## src/rtl/mame_fifo.sv

```systemverilog
// Small first-in first-out queue built from registers.
module mame_fifo #(
  parameter int unsigned WIDTH = 8,
  parameter int unsigned DEPTH = 4
) (
  input  logic             clk_i,
  input  logic             rst_ni,
  input  logic             wr_en_i,
  input  logic [WIDTH-1:0] wdata_i,
  input  logic             rd_en_i,
  output logic [WIDTH-1:0] rdata_o,
  output logic             full_o,
  output logic             empty_o
);

  localparam int unsigned PW = DEPTH > 1 ? $clog2(DEPTH) : 1;
  localparam int unsigned CW = $clog2(DEPTH + 1);

  logic [WIDTH-1:0] mem_q [DEPTH];
  logic [PW-1:0]    wptr_q, wptr_d;
  logic [PW-1:0]    rptr_q, rptr_d;
  logic [CW-1:0]    cnt_q, cnt_d;
  logic             do_wr, do_rd;

  assign full_o  = (cnt_q == CW'(DEPTH));
  assign empty_o = (cnt_q == '0);
  assign do_wr   = wr_en_i && !full_o;
  assign do_rd   = rd_en_i && !empty_o;
  assign rdata_o = mem_q[rptr_q];

  always_comb begin
    wptr_d = wptr_q;
    rptr_d = rptr_q;
    cnt_d  = cnt_q;
    if (do_wr) begin
      wptr_d = (wptr_q == PW'(DEPTH - 1)) ? '0 : wptr_q + PW'(1);
    end
    if (do_rd) begin
      rptr_d = (rptr_q == PW'(DEPTH - 1)) ? '0 : rptr_q + PW'(1);
    end
    if (do_wr && !do_rd) begin
      cnt_d = cnt_q + CW'(1);
    end else if (do_rd && !do_wr) begin
      cnt_d = cnt_q - CW'(1);
    end
  end

  always_ff @(posedge clk_i or negedge rst_ni) begin
    if (!rst_ni) begin
      wptr_q <= '0;
      rptr_q <= '0;
      cnt_q  <= '0;
    end else begin
      wptr_q <= wptr_d;
      rptr_q <= rptr_d;
      cnt_q  <= cnt_d;
    end
  end

  always_ff @(posedge clk_i) begin
    if (do_wr) begin
      mem_q[wptr_q] <= wdata_i;
    end
  end

endmodule

```

## config.mk

```make
export PLATFORM = sky130hd
export DESIGN_NAME = mame_fifo
export DESIGN_NICKNAME = d
export VERILOG_FILES = /design/src/rtl/mame_fifo.sv
export SDC_FILE = /design/constraint.sdc
export NUM_CORES = 1
export LEC_CHECK = 0
export ABC_AREA = 1
export BUFFER_PORTS_ARGS = -buffer_cell sky130_fd_sc_hd__buf_2
export CAP_MARGIN = 25
export CORE_MARGIN = 2
export CORE_UTILIZATION = 45
export CTS_CLUSTER_DIAMETER = 50
export DETAILED_ROUTE_END_ITERATION = 7
export PLACE_DENSITY = 0.75
export SLEW_MARGIN = 20
export SYNTH_ARGS = -nofsm -noshare
export SYNTH_HDL_FRONTEND = slang
export SYNTH_SLANG_ARGS = --single-unit
export TNS_END_PERCENT = 100
```

## constraint.sdc

```tcl
create_clock -name clk_i -period 1.55 [get_ports clk_i]
set_input_delay 0.31 -clock clk_i [delete_from_list [all_inputs] [get_ports clk_i]]
set_output_delay 0.31 -clock clk_i [all_outputs]
set_load 0.05 [all_outputs]
```

==> results summary, run 1 <==
The routability congestion estimate from global placement is 0.8013. The data arrival at the endpoint of the critical path is about 1.9 ns. The maximum buffer depth of the clock tree is 2.

The core utilization of the finished layout came out at 0.6168. The total grt overflow came out at 0. The total number of vias is 1,219. After the first detailed-routing iteration, the DRC count stood at between 60 and 70. Counting flops with an async set or reset pin after synthesis yields a share of 0.1795. The highest achievable clock rate came out at 0.6070 GHz. The reported leakage power came out at 0.001014 µW.

Dividing the final minimum period by the clock period gives 1.063. The flow ran to the end, but the final reports show violations. The clock transition at the registers of the reported paths is 0.08 ns. The count of mapped cells out of synthesis came out at 154. For this run, the leading register cell type out of synthesis is sky130_fd_sc_hd__edfxtp_1. The number of placed cells counting well taps came out at 231. In this run the worst path has a maximum fanout of 3. Buffers inserted during clock tree synthesis total 5.

The worst ir drop on vdd is 0.9538 mV. Using the TritonRoute via totals, the vias-per-cell ratio works out to 4.955. By count the netlist is led by sky130_fd_sc_hd__nand2_1 (38), sky130_fd_sc_hd__edfxtp_1 (32), sky130_fd_sc_hd__inv_1 (31). The core region is around 3700 µm². The post-synthesis sequential element count is 39.

Counting flops with a built-in enable in the synthesized netlist gives 32. The net count after synthesis came out at 173. In this run the tightest slew margin relative to its limit is 0.8771. The smallest hold slack came out at roughly 0.23 ns. The critical path is of the flip-flop to flip-flop type. The combinational power share came out at 0.535. The tree built by TritonCTS fans out to 39 sinks. For the final database, setup skew stands at 0.008158 ns. Of the total power, the share spent switching nets is 0.4208. The quantity of I/O buffers inserted on ports is 21. At the pin with the least slew margin, the transition time is between 0.15 and 0.2 ns.

The switching power summed over all nets came out at 2140 µW. Of the cells placed in the final design, the portion with a size suffix greater than 1 is 0.3384. Once detailed placement completed, the half-perimeter wirelength came to 2174 µm. The final count of pins violating max slew came out at 0.

The average instance area after synthesis is around 11 µm². The number of detailed-routing iterations run before antenna repair came out at 4. Across every metal layer, demand over resource in global routing totals 0.1678. The initial antenna violation count was 0. The clock tree from TritonCTS is built. The pin count of the biggest net entering global routing is 18. Summed over all instances, the cell type with the most area after synthesis is sky130_fd_sc_hd__edfxtp_1. The net count reported at finish came out at between 200 and 250. The effective utilization at floorplan came out at 0.4734. In this run the worst hold path is classified as input pin to flip-flop. The kind of start point of the critical path is a flip-flop. The remaining antenna violation count is 0. The number of cell rows is 22. Setup repair after global routing could not meet its margin everywhere. The total chip power is ~5100 µW. The worst path in the final design needs a cycle of between 1.5 and 2 ns, including I/O delays and setup.

The floorplan step set the die width to around 67 µm. The vertical die dimension is 66.53 µm. For this design the ratio of total power to cell area is 2219 nW/µm². The H-tree was split into 2 levels. The most frequently used cell type in the post-synthesis netlist is sky130_fd_sc_hd__nand2_1. The cell-internal power came out at 2946 µW.

The number of antenna diodes came out at 0. For this run, the register share of the synthesized area comes to 0.6458. The synthesis-to-layout area growth is 30.30%.

The distinct cell type count after synthesis came out at 16. The clock group share of total power came out at 0.163. The final-report setup violation count is 10. The critical path data required time is 1.77 ns. The root buffer selected by CTS is sky130_fd_sc_hd__clkbuf_8.

The max capacitance violation total is 0. Yosys attributes the largest share of cell area to sky130_fd_sc_hd__edfxtp_1 (55%), sky130_fd_sc_hd__dfrtp_1 (10%), sky130_fd_sc_hd__nand2_1 (8.1%). In this run the count of I/O pins placed on the die edge is 22. The mapped netlist covers 1759 µm². Wires add up to 3242 µm. The area share of the leading cell type in the synthesized netlist came out at 0.5462. The number of DRC violations after detailed routing is 0. The number of inserted filler cells in the final layout came out at 287. The worst setup path is captured at a flip-flop. The number of failing hold endpoints at the final stage came out at 0. The share of total power dissipated in sequential elements is 0.301. The final instance count without filler cells came out at around 250. The total die area is 4426 µm². The global-route wire length before repair came out at 5230 µm. The count of warnings emitted by yosys came out at 0. The number of global-route vias before repair was 1,199. The final reports fail on setup timing. The final routed wire length divided by cell count came out at 13.18 µm. The least setup slack across all paths after layout came out at -0.09746 ns. The later-pin clock latency in the skew report is roughly 0.29 ns.
final timing paths:
path,startpoint,to,slack [ns],cells after the start
setup reg to reg,cnt_q[2],cnt_q[1],-0.1,8
hold reg to reg,wptr_q[1],wptr_q[1],0.56,2
hold / removal,wdata_i[5],mem_q[1][5],0.23,1
max in group asynchronous,rst_ni,rptr_q[0],1.00,2
min in group asynchronous,rst_ni,cnt_q[1],0.38,2
setup / recovery,cnt_q[2],cnt_q[1],-0.1,8
power by group through the flow:
stage                     registers [µW]  clock network (µW)  logic (µW)
final                               1530                 831        2720
after global placement              1520                   0        2110
after CTS                           1530                 848        2580
after global routing                1550                 894        2930
after floorplan                     1540                   0        1690
after detailed placement            1540                   0        2220
timing repair:
action / in CTS / in global routing
endpoints found under the hold margin: 7 / 0
hold buffers: 1 / 0
pin swaps: 6 / 7
gates resized for setup: 27 / 14
setup endpoints to repair: 12 / 12
buffers inserted: 3 / 3
cells by family after synthesis:
kind of cell,count (synthesis),share of synthesized area
simple gates,53,0.1209
flops,39,0.6458
buf+inv,37,0.1003
compound gates,17,0.07397
fa+ha+maj,7,0.05405
xor+xnor,1,0.004980
state kept, by name (all words and copies together) (netlist names):
register and count:
cnt_q 3, mem_q 32, rptr_q 2, wptr_q 2
placed cells by master, fill, tap and decap left out, drive strengths merged:
cell / instances
buf: 40
bufinv: 1
clkbuf: 5
clkinv: 2
dfrtp: 7
dlygate4sd3: 1
edfxtp: 32
fa: 1
ha: 6
inv: 32
nand2: 39
nand3: 7
nand4: 1
nor2: 6
o211ai: 16
o21ai: 1
xnor2: 1
worst max-delay path, stage by stage, from the launching register on:
cell                      delay, ns
sky130_fd_sc_hd__dfrtp_1       0.44
sky130_fd_sc_hd__inv_2         0.11
sky130_fd_sc_hd__nand3_4       0.09
sky130_fd_sc_hd__nand2_4       0.09
sky130_fd_sc_hd__ha_4          0.15
sky130_fd_sc_hd__inv_4         0.03
sky130_fd_sc_hd__fa_2          0.51
sky130_fd_sc_hd__nand2_1       0.05
sky130_fd_sc_hd__o21ai_1       0.09
stage by stage:
stage / cell area [µm²] / setup TNS, ns / worst slack (ns)
6_report: 2292 / -0.5695 / -0.09746
2_1_floorplan: 1799 / -0.02716 / -0.02716
3_3_place_gp: 2006 / 0 / 0.01869
5_1_grt: 2292 / -1.457 / -0.1746
3_5_place_dp: 2006 / -0.1945 / -0.1234
4_1_cts: 2228 / -0.6780 / -0.09047
metal layers:
| metal | part of all wire | GRT usage | vias up | wire (µm) |
|---|---|---|---|---|
| met3 | 0.041 | 0.05574 | 7 | 133 |
| met5 | 0 | 0 | - | 0 |
| met1 | 0.38 | 0.1659 | 599 | 1247 |
| li1 | - | - | 592 | - |
| met4 | 0.017 | 0.07653 | 0 | 55 |
| met2 | 0.56 | 0.3125 | 21 | 1805 |
final cells by class:
cell class	instances	area, µm²	area share
repair buffers	41	346.6	0.1512
flip-flops and latches	39	1136	0.4956
multi-input cells	78	509.2	0.2222
inverters	32	127.6	0.05568
clock inverters	3	43.79	0.01910
well taps	48	60.06	0.02620
clock buffers	5	68.82	0.03002
(Power assumes the default switching activity.)
==> run 2: changes to the inputs <==
Settings changed: ABC_AREA 1 to 0, SKIP_CTS_REPAIR_TIMING from default to 1.
==> run 2 against run 1 <==
Sequential power increased by 6%. Largest cell class unchanged. The run still ends with setup timing left. Cell count fell by 35%. Core utilization shrank 2.4 points. Sequential share of layout area is 7.1 points higher. First-iteration DRC count decreased by 62%. Setup slack lost 0.22 ns.
==> results summary, run 2 <==
The initial antenna violation count is 0 (unchanged). The most frequent standard cell in the layout excluding fill and tap cells is sky130_fd_sc_hd__edfxtp_1 (was sky130_fd_sc_hd__nand2_1). The distinct cell type count after synthesis came out at 19 (was 16).

The aggregate routed wire length came out at 2528 µm (was 3242 µm). The number of cell rows is 21 (was 22). The library cell appearing most often on the critical path is sky130_fd_sc_hd__buf_6. Highest-count cells in the layout ignoring fill and taps: sky130_fd_sc_hd__edfxtp_1 (32), sky130_fd_sc_hd__buf_6 (13), sky130_fd_sc_hd__buf_2 (11) (was sky130_fd_sc_hd__nand2_1 (35), sky130_fd_sc_hd__edfxtp_1 (32), sky130_fd_sc_hd__inv_1 (23)). The clock tree from TritonCTS was built (unchanged). The post-synthesis sequential element count is 39 (unchanged). The total clock buffers created by CTS came out at 5 (unchanged). The core utilization of the finished layout came out at 0.5928 (was 0.6168). The number of detailed-routing iterations run before antenna repair came out at 4 (unchanged). The highest achievable clock rate is 0.5345 GHz (was 0.6070 GHz). The area share of the leading cell type in the synthesized netlist is 0.5931 (was 0.5462).

The slew at the pin closest to its max-slew limit is 0.4427 ns (was 0.1843 ns). The library cell contributing the largest single delay on the critical path is sky130_fd_sc_hd__mux4_2 (was sky130_fd_sc_hd__fa_2). The max capacitance violation total was 0 (unchanged).

The half-perimeter wire length after detailed placement came out at 1753 µm (was 2174 µm). Run status: complete, but fails checks (unchanged). The final routed wire length divided by cell count came out at 15.70 µm (was 13.18 µm). The data arrival at the endpoint of the critical path was 1.56 ns (was 1.86 ns). The total grt overflow came out at 0 (unchanged). The number of DRC violations after detailed routing is 0 (unchanged). The most flop-heavy register is mem_q (unchanged).

The count of warnings emitted by yosys came out at 0 (unchanged). The type of the most critical hold path is input pin to flip-flop (unchanged). The later-pin clock latency in the skew report is 0.33 ns (was 0.29 ns).

The most frequently used cell type in the post-synthesis netlist is sky130_fd_sc_hd__edfxtp_1 (was sky130_fd_sc_hd__nand2_1). The final-report setup violation count is 11 (was 10). The global-route wire length before repair came out at 4008 µm (was 5230 µm).

The worst slew margin relative to its limit is 0.7049 (was 0.8771). The critical path start-end classification is flip-flop to primary output (was flip-flop to flip-flop). The reported leakage power is 0.0007649 µW (was 0.001014 µW). The effective utilization at floorplan came out at 0.4780 (was 0.4734). The routability congestion estimate from global placement is 0.7555 (was 0.8013). The final instance area came to 2009 µm² (was 2292 µm²). The net count after synthesis is 98 (was 173). The critical path data required time came out at 1.24 ns (was 1.77 ns). The worst ir drop on vdd is 1.160 mV (was 0.9538 mV). The clock transition at the registers of the reported paths is 0.10 ns (was 0.08 ns).

The pin count of the biggest net entering global routing came out at 13 (was 18). The final-layout setup total negative slack came to -3.006 ns (was -0.5695 ns). The via-per-instance ratio is 4.826 (was 4.955).

The placement-stage cell area came out at 1856 µm² (was 2006 µm²). The final instance count without filler cells is 161 (was 246). The shortest period the worst path allows is 1.871 ns (was 1.647 ns). The net count reported at finish was 133 (was 216). The core footprint came out at 3390 µm² (was 3716 µm²). The kind of end point of the critical path was a primary output (was flip-flop). The largest stage delay on the critical path came out at 0.52 ns (was 0.51 ns). The peak fanout along the critical path is 6 (was 3). The width of the chip is 64.01 µm (was 66.53 µm).

The maximum buffer depth of the clock tree came out at 2 (unchanged). The quantity of I/O buffers inserted on ports came out at 21 (unchanged). Crit path cell chain: buf_6, mux4_2, buf_6 (was inv_2, nand3_4, nand2_4, ha_4, inv_4, fa_2, nand2_1, o21ai_1). The total number of vias came out at 777 (was 1,219).

The post-route clock period utilization is 1.207 (was 1.063). The overall track demand over capacity in global routing came to 0.1380 (was 0.1678). The post-synth design cell area is 1620 µm² (was 1759 µm²). The final count of pins violating max slew is 0 (unchanged). The number of enable-type register cells in the synthesized netlist came to 32 (unchanged). The violation count after the first detailed-routing iteration came to 26 (was 68). The flip-flop count of the largest register after layout is 32 (unchanged). The CTS sink count is 39 (unchanged). The power density relative to cell area came out at 2117 nW/µm² (was 2219 nW/µm²). Synth cell count leaders: sky130_fd_sc_hd__edfxtp_1 (32), sky130_fd_sc_hd__mux4_2 (8), sky130_fd_sc_hd__dfrtp_1 (7) (was sky130_fd_sc_hd__nand2_1 (38), sky130_fd_sc_hd__edfxtp_1 (32), sky130_fd_sc_hd__inv_1 (31)). The share of the yosys chip area belonging to registers is 0.7012 (was 0.6458).

The number of antenna diodes is 0 (unchanged). The number of global-route vias before repair is 861 (was 1,199). Most area-consuming cells after synthesis: sky130_fd_sc_hd__edfxtp_1 (59%), sky130_fd_sc_hd__mux4_2 (11%), sky130_fd_sc_hd__dfrtp_1 (11%) (was sky130_fd_sc_hd__edfxtp_1 (55%), sky130_fd_sc_hd__dfrtp_1 (10%), sky130_fd_sc_hd__nand2_1 (8.1%)). The root buffer selected by CTS is sky130_fd_sc_hd__clkbuf_4 (was sky130_fd_sc_hd__clkbuf_8).

The synthesis-to-layout area growth came out at 24.02% (was 30.30%). The largest clock skew in the final design came out at 0.002909 ns (was 0.008158 ns). The vertical die dimension came out at 64.01 µm (was 66.53 µm). The number of placed cells counting well taps came out at 151 (was 231). The smallest hold slack came out at 0.1863 ns (was 0.2275 ns). Leading registers by flop count: mem_q: 32 flops, cnt_q: 3 flops (unchanged). The remaining antenna violation count came to 0 (unchanged). The proportion of register bits with asynchronous set or reset after synthesis came to 0.1795 (unchanged). The number of top-level pins came out at 22 (unchanged). The average instance area after synthesis is 20.51 µm² (was 11.42 µm²). The least setup slack across all paths after layout is -0.3209 ns (was -0.09746 ns). The kind of start point of the critical path is a flip-flop (unchanged). The total die area came out at 4097 µm² (was 4426 µm²). The number of H-tree levels is 2 (unchanged).

RSZ-0062 raised after global routing: yes (unchanged). The flip-flop cell with the highest count after synthesis is sky130_fd_sc_hd__edfxtp_1 (unchanged). Failing checks: setup timing (unchanged).

The number of failing hold endpoints at the final stage came out at 0 (unchanged). The largest area contributor in the synthesized netlist is sky130_fd_sc_hd__edfxtp_1 (unchanged). The layout cell share with drive strength beyond 1 is 0.5478 (was 0.3384).

The count of mapped cells out of synthesis is 79 (was 154).
-- run 2: changes by cell type after synthesis, moves of 7 or more --
cell	previous run	this run
sky130_fd_sc_hd__nand3_1	7	0
sky130_fd_sc_hd__o211ai_1	15	0
sky130_fd_sc_hd__inv_1	31	3
sky130_fd_sc_hd__mux4_2	0	8
sky130_fd_sc_hd__nand2_1	38	0
-- run 2: per-layer routing --
layer	wire, µm	global-route usage	up-vias
met5	0	0	-
met4	33	0.04891	0
met3	85	0.05458	5
met2	1421	0.2461	15
met1	988	0.1467	388
li1	-	-	369
-- run 2: worst max-delay path, delay by kind of cell, from the launching register on --
family | cells | cell delay, ns
flops | 1 | 0.39
mux | 1 | 0.52
buf+inv | 2 | 0.31
-- run 2: cell type report --
class,instances,area [µm²]
Fill cell,256,1380
Clock inverter,2,12.51
Clock buffer,6,41.29
Tap cell,46,57.56
Timing Repair Buffer,31,256.5
Sequential cell,39,1139
Inverter,3,11.26
Multi-Input combinational cell,34,491.7
-- run 2: worst paths after layout --
path	from	to	slack, ns	depth (start not counted)
worst max-delay path	rptr_q[0]	rdata_o[7]	-0.32	3
min in group asynchronous	rst_ni	cnt_q[2]	0.32	2
max in group asynchronous	rst_ni	cnt_q[1]	1.06	2
worst min-delay path	wdata_i[5]	mem_q[2][5]	0.19	1
worst max register to register	cnt_q[0]	cnt_q[2]	-0.30	8
worst min register to register	wptr_q[1]	wptr_q[1]	0.60	1
-- run 2: kinds of logic (layout without fill, tap and decap cells) --
| group | after synthesis | in the layout | share of synthesized area |
|---|---|---|---|
| DFF | 39 | 39 | 0.7012 |
| xor gates and xnor gates | 3 | 3 | 0.01622 |
| muxes | 13 | 13 | 0.1506 |
| adders and majority gates | 7 | 7 | 0.05869 |
| and+or+nand+nor | 11 | 11 | 0.05405 |
| buffers and inverters | 6 | 42 | 0.01930 |
-- run 2: per-stage QoR --
stage                     worst slack, ns  power [µW]
after floorplan                   -0.6456        3051
after global placement            -0.2000        3440
after detailed placement          -0.2625        3509
after CTS                         -0.3827        3987
after global routing              -0.4201        4501
final                             -0.3209        4253
-- run 2: power by group --
part / internal, µW / switching, µW
Sequential: 1420 / 197
Clock: 175 / 304
Combinational: 1020 / 1130
==> run 3: changes to the inputs <==
Settings changed: CORE_UTILIZATION 45 to 40, MAX_ROUTING_LAYER from default to met4, PLACE_DENSITY 0.75 to 0.69.
==> run 3 against run 2 <==
The run still ends with setup timing left. Cell count increased by 5.6%. Worst hold slack improved by 0.049 ns. Setup slack lost 0.044 ns. Global-route usage rose by 0.43 points.
==> results summary, run 3 (same netlist as run 2, synthesis figures left out) <==
The core utilization of the finished layout came out at 0.5386 (was 0.5928). The worst reg2reg path startpoint is cnt_q[1] (was cnt_q[0]). The number of detailed-routing iterations run before antenna repair was 3 (was 4). The critical path start-end classification is flip-flop to flip-flop (was flip-flop to primary output). The max capacitance violation total came out at 0 (unchanged). The worst ir drop on vdd came to 1.039 mV (was 1.160 mV). The global-route wire length before repair came out at 4298 µm (was 4008 µm). The capture endpoint of the worst hold path was mem_q[0][0] (was mem_q[2][5]). The clock transition at the registers of the reported paths is 0.07 ns (was 0.10 ns). The root buffer selected by CTS is sky130_fd_sc_hd__clkbuf_8 (was sky130_fd_sc_hd__clkbuf_4). The kind of end point of the critical path is a flip-flop (was primary output). The kind of start point of the critical path was a flip-flop (unchanged). The terminus of the critical flop-to-flop path is cnt_q[1] (was cnt_q[2]). The violation count after the first detailed-routing iteration is 17 (was 26). Leading registers by flop count: mem_q: 32 flops, cnt_q: 3 flops (unchanged). The post-route clock period utilization is 1.236 (was 1.207). The least setup slack across all paths after layout is -0.3651 ns (was -0.3209 ns). The later-pin clock latency in the skew report came out at 0.29 ns (was 0.33 ns). The CTS sink count came to 39 (unchanged). The data arrival at the endpoint of the critical path came out at 2.09 ns (was 1.56 ns). The setup slack of the worst register-to-register path was -0.37 ns (was -0.30 ns).

The final count of pins violating max slew is 0 (unchanged). The final-report setup violation count came out at 11 (unchanged). The launch point of the worst hold path is wdata_i[0] (was wdata_i[5]). The via-per-instance ratio came out at 4.771 (was 4.826). The largest clock skew in the final design came to 0.006687 ns (was 0.002909 ns). The routability congestion estimate from global placement came out at 0.7286 (was 0.7555). The total number of vias came to 811 (was 777). The number of cell rows is 23 (was 21). The number of DRC violations after detailed routing came out at 0 (unchanged).

The reported leakage power came out at 0.0008273 µW (was 0.0007649 µW). The half-perimeter wire length after detailed placement is 1790 µm (was 1753 µm). The most frequent standard cell in the layout excluding fill and tap cells was sky130_fd_sc_hd__edfxtp_1 (unchanged). Failing checks: setup timing (unchanged).

Run status: complete, but fails checks (unchanged). The highest achievable clock rate came to 0.5222 GHz (was 0.5345 GHz). The synthesis-to-layout area growth is 31.04% (was 24.02%). The number of top-level pins is 22 (unchanged). The shortest period the worst path allows was 1.915 ns (was 1.871 ns).

The quantity of I/O buffers inserted on ports was 21 (unchanged). The pin count of the biggest net entering global routing was 13 (unchanged). The final routed wire length divided by cell count is 15.62 µm (was 15.70 µm). The power density relative to cell area came out at 2230 nW/µm² (was 2117 nW/µm²). The net count reported at finish is 138 (was 133). The critical path data required time came to 1.73 ns (was 1.24 ns). The flip-flop count of the largest register after layout came out at 32 (unchanged).

The width of the chip is 67.65 µm (was 64.01 µm). The clock tree from TritonCTS is built (unchanged). The initial antenna violation count is 0 (unchanged).

Highest-count cells in the layout ignoring fill and taps: sky130_fd_sc_hd__edfxtp_1 (32), sky130_fd_sc_hd__buf_2 (11), sky130_fd_sc_hd__buf_6 (11), sky130_fd_sc_hd__buf_4 (11), sky130_fd_sc_hd__mux4_2 (8) (was sky130_fd_sc_hd__edfxtp_1 (32), sky130_fd_sc_hd__buf_6 (13), sky130_fd_sc_hd__buf_2 (11)). The number of global-route vias before repair came out at 900 (was 861). The type of the most critical hold path was input pin to flip-flop (unchanged). The total die area came to 4576 µm² (was 4097 µm²). The number of antenna diodes was 0 (unchanged).

The vertical die dimension came out at 67.65 µm (was 64.01 µm). RSZ-0062 raised after global routing: yes (unchanged). The path depth of the worst reg2reg path is 7 (was 8).

The layout cell share with drive strength beyond 1 was 0.5750 (was 0.5478). The number of failing hold endpoints at the final stage was 0 (unchanged). The slew at the pin closest to its max-slew limit is 0.2574 ns (was 0.4427 ns). The total grt overflow is 0 (unchanged). The aggregate routed wire length is 2655 µm (was 2528 µm).

The core footprint is 3943 µm² (was 3390 µm²). The total clock buffers created by CTS came out at 5 (unchanged). The number of H-tree levels is 2 (unchanged). The total chip power came to 4735 µW (was 4253 µW). The maximum buffer depth of the clock tree came out at 2 (unchanged). The worst slew margin relative to its limit is 0.8284 (was 0.7049).

The peak fanout along the critical path was 3 (was 6). The overall track demand over capacity in global routing came to 0.1423 (was 0.1380). The hold-critical path depth came out at 1 (unchanged). The effective utilization at floorplan is 0.4110 (was 0.4780). The most flop-heavy register is mem_q (unchanged). The remaining antenna violation count is 0 (unchanged).
run 3: cell types whose count changed in the layout (fill, tap and decap cells not counted), sizes merged:
cell / delta
clkinvlp: -1
clkbuf: -1
clkinv: +1
buf: +5
bufinv: +1
run 3: how the worst max path moves through the flow:
stage          startpoint  endpoint  slack (ns)  cells after the start
2_1_floorplan    cnt_q[0]  cnt_q[1]       -0.65                      7
3_3_place_gp     cnt_q[2]  cnt_q[2]       -0.21                      8
3_5_place_dp     cnt_q[2]  cnt_q[2]       -0.31                      8
4_1_cts          cnt_q[2]  cnt_q[2]       -0.34                      8
5_1_grt          cnt_q[1]  cnt_q[1]       -0.42                      7
6_report         cnt_q[1]  cnt_q[1]       -0.37                      7
run 3: cell type report:
class	instances	area [µm²]
Multi-Input combinational cell	34	500.5
Tap cell	50	62.56
Clock buffer	5	68.82
Sequential cell	39	1140
Inverter	3	11.26
Fill cell	310	1819
Timing Repair Buffer	36	301.5
Clock inverter	3	38.79
run 3: critical path, stage by stage, from the launching register on:
cell and delay [ns]:
sky130_fd_sc_hd__dfrtp_2 0.45, sky130_fd_sc_hd__buf_6 0.13, sky130_fd_sc_hd__nor3b_4 0.24, sky130_fd_sc_hd__nor2b_4 0.08
sky130_fd_sc_hd__ha_4 0.16, sky130_fd_sc_hd__inv_2 0.05, sky130_fd_sc_hd__fa_2 0.43, sky130_fd_sc_hd__mux2_4 0.27
run 3: routing by layer:
| layer | up-vias | GRT usage | part of all wire |
|---|---|---|---|
| met4 | 0 | 0.07143 | 0.019 |
| met5 | - | - | 0 |
| met3 | 6 | 0.05500 | 0.043 |
| met1 | 410 | 0.1559 | 0.41 |
| li1 | 379 | - | - |
| met2 | 16 | 0.2255 | 0.52 |
run 3: metrics by stage:
stage               hold WS [ns]  std cells  setup TNS [ns]  setup slack, ns  area (µm²)
global placement          0.1519        156         -0.3729          -0.2094        1868
finish                    0.2352        170          -2.757          -0.3651        2123
detailed placement        0.1566        156          -1.775          -0.3087        1868
floorplan                0.01441         79          -7.632          -0.6456        1655
CTS                      -0.1637        164          -4.600          -0.3354        1976
global route              0.2234        170          -3.777          -0.4183        2123
run 3: power breakdown:
part / internal, µW / switching, µW
clock: 471 / 329
combinational: 1130 / 1170
sequential: 1430 / 197
